`config.mk`:
```
export PLATFORM = sky130hd
export DESIGN_NAME = peer_heartbeat_liveness_table
export DESIGN_NICKNAME = d
export VERILOG_FILES = /design/src/rtl/core/phlt_pkg.sv /design/src/rtl/core/peer_heartbeat_liveness_table.sv /design/src/rtl/core/phlt_cell.sv /design/src/rtl/core/phlt_head.sv
export SDC_FILE = /design/constraint.sdc
export NUM_CORES = 1
export LEC_CHECK = 0
export BUFFER_PORTS_ARGS = -buffer_cell sky130_fd_sc_hd__buf_2
export CORE_MARGIN = 3
export CORE_UTILIZATION = 25
export CTS_CLUSTER_SIZE = 10
export DETAILED_ROUTE_END_ITERATION = 16
export PLACE_DENSITY_LB_ADDON = 0.12
export SKIP_CTS_REPAIR_TIMING = 1
export SYNTH_ARGS = -nofsm -noshare
export SYNTH_HDL_FRONTEND = slang
export SYNTH_HIERARCHICAL = 1
export SYNTH_SLANG_ARGS = --single-unit
```
`constraint.sdc`:
```
create_clock -name clk -period 9.9 [get_ports clk]
set_input_delay 0.99 -clock clk [delete_from_list [all_inputs] [get_ports clk]]
set_output_delay 0.99 -clock clk [all_outputs]
set_load 0.01 [all_outputs]
```
`src/rtl/core/phlt_pkg.sv`:
```
// ----------------------------------------------------------------------------
// phlt_pkg
// Shared types and codes for the peer heartbeat liveness table: command
// codes, liveness states, register indexes and the cell and result records.
// ----------------------------------------------------------------------------
package phlt_pkg;

  localparam logic [2:0] CMD_REGISTER   = 3'd0;
  localparam logic [2:0] CMD_DEREGISTER = 3'd1;
  localparam logic [2:0] CMD_HEARTBEAT  = 3'd2;
  localparam logic [2:0] CMD_TICK       = 3'd3;
  localparam logic [2:0] CMD_ELECT      = 3'd4;

  localparam logic [1:0] ST_ACTIVE  = 2'd0;
  localparam logic [1:0] ST_SUSPECT = 2'd1;
  localparam logic [1:0] ST_DEAD    = 2'd2;
  localparam logic [1:0] ST_NONE    = 2'd3;

  localparam logic [1:0] CFG_SUSPECT_AFTER = 2'd0;
  localparam logic [1:0] CFG_DEAD_AFTER    = 2'd1;
  localparam logic [1:0] CFG_LOCAL_SLOT    = 2'd2;

  localparam logic [7:0] SUSPECT_AFTER_RST = 8'd3;
  localparam logic [7:0] DEAD_AFTER_RST    = 8'd5;
  localparam logic [7:0] MISSED_MAX        = 8'd255;
  localparam logic [3:0] MAX_REPORTS       = 4'd15;

  typedef struct packed {
    logic [1:0] status;
    logic [7:0] missed;
  } peer_t;

  typedef struct packed {
    logic       ok;
    logic [3:0] slot;
    logic [1:0] status;
    logic       changed;
    logic [7:0] missed;
  } res_t;

  typedef struct packed {
    logic  hit;
    peer_t nxt;
    res_t  res;
  } head_t;

endpackage

```
`src/rtl/core/peer_heartbeat_liveness_table.sv`:
```
// ----------------------------------------------------------------------------
// peer_heartbeat_liveness_table
// Heartbeat failure detector over a ring of PEERS slot cells. Each request
// rotates the ring once past a head update unit; tick changes are reported
// in ascending slot order, elections pick the lowest active slot.
//
//   channel  ports                                   handshake
//   request  in_cmd, in_slot                         start & !busy
//   result   out_ok .. out_last                      out_strobe, one cycle
//   config   cfg_index, cfg_data                     cfg_valid & cfg_ready
//
// Busy holds after a request is taken for one revolution of the cell ring
// past the head unit plus the finish state, and no new request is taken
// until it drops. Tick reports leave during the revolution, each in the
// cycle after the next change is found; the final result, with out_last
// set, is on the ports in the same cycle that busy drops. Reset is
// synchronous and clears the whole ring.
// ----------------------------------------------------------------------------
module peer_heartbeat_liveness_table #(
  parameter int PEERS = 16
) (
  input  logic        clk,
  input  logic        rst_n,
  input  logic        start,
  output logic        busy,
  input  logic [2:0]  in_cmd,
  input  logic [3:0]  in_slot,
  output logic        out_strobe,
  output logic        out_ok,
  output logic [3:0]  out_report_slot,
  output logic [1:0]  out_peer_status,
  output logic        out_changed,
  output logic [7:0]  out_missed,
  output logic [3:0]  out_leader,
  output logic [15:0] out_round,
  output logic        out_last,
  input  logic        cfg_valid,
  output logic        cfg_ready,
  input  logic [1:0]  cfg_index,
  input  logic [7:0]  cfg_data
);

  localparam int IDXW = $clog2(PEERS);

  typedef enum logic [1:0] {S_IDLE, S_SWEEP, S_FINISH} state_t;

  state_t              state_r;
  logic [IDXW-1:0]     cnt_r;
  logic [2:0]          cmd_r;
  logic [3:0]          slot_r;
  logic [7:0]          suspect_r;
  logic [7:0]          dead_r;
  logic [3:0]          local_r;
  logic [3:0]          leader_r;
  logic [15:0]         round_r;
  phlt_pkg::res_t      pend_r;
  logic                pend_vld_r;
  logic [3:0]          nres_r;
  logic                out_strobe_r;
  phlt_pkg::res_t      out_res_r;
  logic [3:0]          out_leader_r;
  logic [15:0]         out_round_r;
  logic                out_last_r;

  logic                sweep;
  logic                single;
  phlt_pkg::head_t     hd;
  phlt_pkg::peer_t     ring_q [PEERS];

  assign sweep  = state_r == S_SWEEP;
  assign single = cmd_r == phlt_pkg::CMD_REGISTER || cmd_r == phlt_pkg::CMD_DEREGISTER ||
                  cmd_r == phlt_pkg::CMD_HEARTBEAT;

  for (genvar i = 0; i < PEERS; i++) begin : g_ring
    if (i == PEERS - 1) begin : g_tail
      phlt_cell u_cell (
        .clk     (clk),
        .rst_n   (rst_n),
        .shift_i (sweep),
        .d_i     (hd.nxt),
        .q_o     (ring_q[i])
      );
    end else begin : g_body
      phlt_cell u_cell (
        .clk     (clk),
        .rst_n   (rst_n),
        .shift_i (sweep),
        .d_i     (ring_q[i+1]),
        .q_o     (ring_q[i])
      );
    end
  end

  phlt_head #(
    .PEERS (PEERS)
  ) u_head (
    .cmd_i     (cmd_r),
    .slot_i    (slot_r),
    .idx_i     (cnt_r),
    .cur_i     (ring_q[0]),
    .suspect_i (suspect_r),
    .dead_i    (dead_r),
    .local_i   (local_r),
    .full_i    (nres_r == phlt_pkg::MAX_REPORTS),
    .taken_i   (pend_vld_r),
    .hd_o      (hd)
  );

  always_ff @(posedge clk) begin
    if (!rst_n) begin
      state_r      <= S_IDLE;
      cnt_r        <= '0;
      cmd_r        <= '0;
      slot_r       <= '0;
      suspect_r    <= phlt_pkg::SUSPECT_AFTER_RST;
      dead_r       <= phlt_pkg::DEAD_AFTER_RST;
      local_r      <= '0;
      leader_r     <= '0;
      round_r      <= '0;
      pend_r       <= '0;
      pend_vld_r   <= 1'b0;
      nres_r       <= '0;
      out_strobe_r <= 1'b0;
      out_res_r    <= '0;
      out_leader_r <= '0;
      out_round_r  <= '0;
      out_last_r   <= 1'b0;
    end else begin
      out_strobe_r <= 1'b0;
      out_last_r   <= 1'b0;
      if (cfg_valid) begin
        unique case (cfg_index)
          phlt_pkg::CFG_SUSPECT_AFTER: suspect_r <= cfg_data;
          phlt_pkg::CFG_DEAD_AFTER:    dead_r    <= cfg_data;
          phlt_pkg::CFG_LOCAL_SLOT:    local_r   <= cfg_data[3:0];
          default: ;
        endcase
      end
      unique case (state_r)
        S_IDLE: begin
          if (start) begin
            cmd_r      <= in_cmd;
            slot_r     <= in_slot;
            cnt_r      <= '0;
            pend_vld_r <= 1'b0;
            nres_r     <= '0;
            state_r    <= S_SWEEP;
          end
        end
        S_SWEEP: begin
          if (hd.hit) begin
            if (pend_vld_r) begin
              out_strobe_r <= 1'b1;
              out_res_r    <= pend_r;
              out_leader_r <= leader_r;
              out_round_r  <= round_r;
            end
            pend_r     <= hd.res;
            pend_vld_r <= 1'b1;
            nres_r     <= nres_r + 4'd1;
          end
          cnt_r <= cnt_r + 1'b1;
          if (cnt_r == IDXW'(PEERS - 1)) begin
            state_r <= S_FINISH;
          end
        end
        S_FINISH: begin
          out_strobe_r <= 1'b1;
          out_last_r   <= 1'b1;
          out_leader_r <= leader_r;
          out_round_r  <= round_r;
          if (pend_vld_r) begin
            out_res_r <= pend_r;
            if (cmd_r == phlt_pkg::CMD_ELECT) begin
              leader_r     <= pend_r.slot;
              round_r      <= round_r + 16'd1;
              out_leader_r <= pend_r.slot;
              out_round_r  <= round_r + 16'd1;
            end
          end else begin
            out_res_r.ok      <= cmd_r == phlt_pkg::CMD_TICK;
            out_res_r.slot    <= single ? slot_r : 4'd0;
            out_res_r.status  <= phlt_pkg::ST_NONE;
            out_res_r.changed <= 1'b0;
            out_res_r.missed  <= '0;
          end
          state_r <= S_IDLE;
        end
        default: state_r <= S_IDLE;
      endcase
    end
  end

  assign busy            = state_r != S_IDLE;
  assign cfg_ready       = 1'b1;
  assign out_strobe      = out_strobe_r;
  assign out_ok          = out_res_r.ok;
  assign out_report_slot = out_res_r.slot;
  assign out_peer_status = out_res_r.status;
  assign out_changed     = out_res_r.changed;
  assign out_missed      = out_res_r.missed;
  assign out_leader      = out_leader_r;
  assign out_round       = out_round_r;
  assign out_last        = out_last_r;

endmodule

```
`src/rtl/core/phlt_cell.sv`:
```
// ----------------------------------------------------------------------------
// phlt_cell
// One slot of the liveness ring: holds a status and missed count and takes
// its neighbor's value on every shift cycle.
// ----------------------------------------------------------------------------
module phlt_cell (
  input  logic            clk,
  input  logic            rst_n,
  input  logic            shift_i,
  input  phlt_pkg::peer_t d_i,
  output phlt_pkg::peer_t q_o
);

  phlt_pkg::peer_t val_r;

  always_ff @(posedge clk) begin
    if (!rst_n) begin
      val_r.status <= phlt_pkg::ST_NONE;
      val_r.missed <= '0;
    end else if (shift_i) begin
      val_r <= d_i;
    end
  end

  assign q_o = val_r;

endmodule

```
`src/rtl/core/phlt_head.sv`:
```
// ----------------------------------------------------------------------------
// phlt_head
// Update unit at the head of the ring: applies the current request to the
// slot passing by and builds the result for that slot.
// ----------------------------------------------------------------------------
module phlt_head #(
  parameter int PEERS = 16
) (
  input  logic [2:0]             cmd_i,
  input  logic [3:0]             slot_i,
  input  logic [$clog2(PEERS)-1:0] idx_i,
  input  phlt_pkg::peer_t        cur_i,
  input  logic [7:0]             suspect_i,
  input  logic [7:0]             dead_i,
  input  logic [3:0]             local_i,
  input  logic                   full_i,
  input  logic                   taken_i,
  output phlt_pkg::head_t        hd_o
);

  logic       present;
  logic       match;
  logic       is_local;
  logic       low_slot;
  logic [7:0] inc;
  logic [1:0] aged;

  assign present  = cur_i.status != phlt_pkg::ST_NONE;
  assign match    = 7'(slot_i) == 7'(idx_i);
  assign is_local = 7'(local_i) == 7'(idx_i);
  assign low_slot = (idx_i >> 4) == '0;
  assign inc      = (cur_i.missed == phlt_pkg::MISSED_MAX) ? cur_i.missed
                                                           : cur_i.missed + 8'd1;
  assign aged     = (inc >= dead_i)    ? phlt_pkg::ST_DEAD :
                    (inc >= suspect_i) ? phlt_pkg::ST_SUSPECT : cur_i.status;

  always_comb begin
    hd_o             = '0;
    hd_o.nxt         = cur_i;
    hd_o.res.slot    = 4'(idx_i);
    hd_o.res.status  = cur_i.status;
    hd_o.res.missed  = cur_i.missed;
    unique case (cmd_i)
      phlt_pkg::CMD_REGISTER: begin
        if (match) begin
          hd_o.hit = 1'b1;
          if (!present) begin
            hd_o.nxt.status = phlt_pkg::ST_ACTIVE;
            hd_o.nxt.missed = '0;
            hd_o.res.ok     = 1'b1;
            hd_o.res.status = phlt_pkg::ST_ACTIVE;
            hd_o.res.missed = '0;
          end
        end
      end
      phlt_pkg::CMD_DEREGISTER: begin
        if (match) begin
          hd_o.hit = 1'b1;
          if (present) begin
            hd_o.nxt.status = phlt_pkg::ST_NONE;
            hd_o.nxt.missed = '0;
            hd_o.res.ok     = 1'b1;
            hd_o.res.status = phlt_pkg::ST_NONE;
            hd_o.res.missed = '0;
          end
        end
      end
      phlt_pkg::CMD_HEARTBEAT: begin
        if (match) begin
          hd_o.hit = 1'b1;
          if (present) begin
            hd_o.nxt.status  = phlt_pkg::ST_ACTIVE;
            hd_o.nxt.missed  = '0;
            hd_o.res.ok      = 1'b1;
            hd_o.res.status  = phlt_pkg::ST_ACTIVE;
            hd_o.res.changed = cur_i.status != phlt_pkg::ST_ACTIVE;
            hd_o.res.missed  = '0;
          end
        end
      end
      phlt_pkg::CMD_TICK: begin
        if (present && !is_local) begin
          hd_o.nxt.missed = inc;
          if (aged != cur_i.status && !full_i) begin
            hd_o.hit         = 1'b1;
            hd_o.nxt.status  = aged;
            hd_o.res.ok      = 1'b1;
            hd_o.res.status  = aged;
            hd_o.res.changed = 1'b1;
            hd_o.res.missed  = inc;
          end
        end
      end
      phlt_pkg::CMD_ELECT: begin
        if (cur_i.status == phlt_pkg::ST_ACTIVE && low_slot && !taken_i) begin
          hd_o.hit    = 1'b1;
          hd_o.res.ok = 1'b1;
        end
      end
      default: ;
    endcase
  end

endmodule

```
==> metrics.md <==
| Metric | Value |
|---|---|
| CTS tree | built |
| Highest clock rate | 176 MHz |
| EDFF count, synth | 0 |
| Initial antenna violation count | 0 |
| Die area | 49600 um^2 |
| Mapped Cells | 1198 |
| Total negative slack | 0 ns |
| Final Hold Fails | 0 |
| Via-to-Cell Ratio | 4.38 |
| Commonest non-fill, non-tap cell in the layout | dfxtp_1 |
| Final Routed Wirelength | 26500 um |
| Worst Setup Start Kind | flip-flop |
| Worst Setup Slack, final | 4.22 ns |
| Io pins | 61 |
| Asr flop ratio synth | 0% |
| Port Buffers | 59 |
| Wirelength per Cell | 14.3 um |
| Power per cell area | 186 nW/um^2 |
| Nets | 1288 |
| Ant. Diodes | 0 |
| Net Count, Synth | 1248 |
| Worst-path clk slew | 0.06 ns |
| Root buffer cell | clkbuf_16 |
| Post-route core utilization | 29.3% |
| CP max FO | 61 |
| H-tree lvl count | 2 |
| Final period util | 57.4% |
| Data required, critical path | 10.31 ns |
| Die Ht | 223 um |
| Vias in the first global route | 7796 |
| Die X | 223 um |
| Clock Tree Buf Depth | 3 |
| Yosys cell types | 74 |
| Synth Warn # | 6 |
| CTS Buf Count | 35 |
| Syn avg cell area | 9.80 um^2 |
| Status | finished, final reports clean |
| Starting Density | 25.6% |
| Non-Filler Instances | 1858 |
| Dpl ws | 4.14 ns |
| Leak | 4.97 nW |
| DRC Markers | 0 |
| Hpwl dp | 16800 um |
| GP Congestion | 0.726 |
| Synthesized flop and latch total | 272 |
| Top FF cell, synth | dfxtp_1 |
| First-pass GRT wire length | 42700 um |
| Critical path type | reg2reg |
| Slew margin rel. | 22.9% |
| Proportion of layout cells with a drive suffix above 1 | 10.3% |
| DR vias | 8143 |
| Setup-failing EPs final | 0 |
| DR pass1 iterations | 4 |
| Clock sink total | 272 |
| Site row count | 78 |
| Largest net degree at the start of global routing | 156 |
| Worst reg2reg startpoint | g_ring[0].g_body.u_cell/q_o[3] |
| Total Power | 2.50 mW |
| Most frequent cells in the layout | dfxtp_1 (272), mux2i_1 (189), nor2b_1 (132) |
| Core ar. | 45900 um^2 |
| Mapped Area | 11700 um^2 |
| Final antenna-violating net count | 0 |
| Setup Skew | 0.0211 ns |
| Max Transition Viols Final | 0 |
| Seq/Total Area, Yosys | 46.4% |
| RSZ-0062 raised after global routing | false |
| DRT iter0 DRCs | 422 |
| Gr usage total | 10.5% |
| Clock Latency Late Sink | 0.52 ns |
| Max cap viols | 0 |
| CP Capture Type | flip-flop |
| Critical path arrival | 6.09 ns |
| Dpl cells | 1801 |
| Worst Hold Class | reg2reg |
| Crit path time final | 5.68 ns |
| Syn-to-layout area delta | 14.3% |
| Min-Delay Startpoint | nres_r[3] |
| Gr ovfl total | 0 |
| Max VDD drop | 0.0000845 V |
| Worst Max-Slew Pin Slew | 1.16 ns |
| Setup crit start | g_ring[0].g_body.u_cell/q_o[3] |
cells in the mapped netlist, types with 6 or more instances:
| cell type | number | share of area [%] |
|---|---|---|
| dfxtp_1 | 272 | 46 |
| mux2i_1 | 189 | 16 |
| nor2b_1 | 132 | 7.0 |
| nand2_1 | 118 | 3.8 |
| a21oi_1 | 69 | 2.9 |
| nor2_1 | 69 | 2.2 |
| nand3_1 | 39 | 1.7 |
| o21ai_0 | 36 | 1.5 |
| ha_1 | 29 | 3.1 |
| inv_1 | 29 | 0.93 |
| clkbuf_1 | 26 | 0.83 |
| buf_6 | 20 | 1.9 |
| xnor2_1 | 12 | 0.90 |
| a31oi_1 | 11 | 0.59 |
| nor3_1 | 10 | 0.43 |
| and3_1 | 8 | 0.43 |
| buf_4 | 8 | 0.51 |
| xor2_1 | 8 | 0.60 |
| nand4_1 | 7 | 0.37 |
| o21ai_1 | 7 | 0.30 |
| a211oi_1 | 6 | 0.38 |
power by group:
part / leakage (nW) / internal [mW] / switching [mW]
clock network: 0.484 / 0.673 / 0.460
registers: 2.20 / 1.11 / 0.0167
logic: 2.29 / 0.0985 / 0.143
path summary, 6_finish.rpt:
kind | end | slack (ns) | depth (start not counted)
setup / recovery | out_ok | 4.22 | 16
hold / removal | nres_r[3] | 0.45 | 1
setup reg to reg | out_ok | 4.22 | 16
hold reg to reg | nres_r[3] | 0.45 | 1
flip-flops by register name, summed over array words and instances (netlist names), 8 cells and up:
signal,flops
g_ring.g_body.u_cell/q_o,150
out_round,16
pend_r,16
round_r,16
g_ring.g_tail.u_cell/q_o,10
dead_r,8
out_missed,8
suspect_r,8
through the flow:
| step | hold WS (ns) | area (um^2) |
|---|---|---|
| CTS | 0.451 | 13400 |
| finish | 0.448 | 13400 |
| detailed placement | 0.442 | 12400 |
| floorplan | 0.415 | 11700 |
| global placement | 0.437 | 12400 |
| global route | 0.478 | 13400 |
layer usage:
metal,global-route usage (%),vias up,share of wire [%]
li1,-,4232,-
met1,14.2,3754,50
met2,16.3,109,43
met3,2.33,48,3.8
met4,4.02,0,3.1
met5,0,-,0
critical path, cell delays in order, from the launching register on:
cell      delay (ns)
dfxtp_1         0.41
and3_1          0.23
and3_1          0.20
a21oi_1         0.46
and3_1          0.34
xor2_1          0.27
ha_1            0.30
nand4_1         0.10
a21oi_1         0.05
a221o_1         0.42
a31oi_4         0.32
nand3_4         0.16
o221ai_1        0.19
and2_1          0.58
a22o_2          1.00
o311ai_0        0.31
o211a_1         0.21
cell type report:
cell class | instances | area (um^2)
clock buffer | 54 | 977
multi-input combinational | 835 | 5770
tap | 600 | 751
sequential | 272 | 5450
clock inverter | 3 | 18.8
timing repair buffer | 64 | 348
fill | 4911 | 32400
inverter | 30 | 113
cells by family after synthesis:
family                     synth area share, %
other                                   0.0319
and+or+nand+nor                           19.1
DFF                                       46.4
adders and majority gates                 3.09
xor gates and xnor gates                  1.49
buffers and inverters                     4.57
muxes                                     16.3
AOI/OAI and AO/OA                         8.98
No activity file was read; power rests on OpenSTA's default activity.
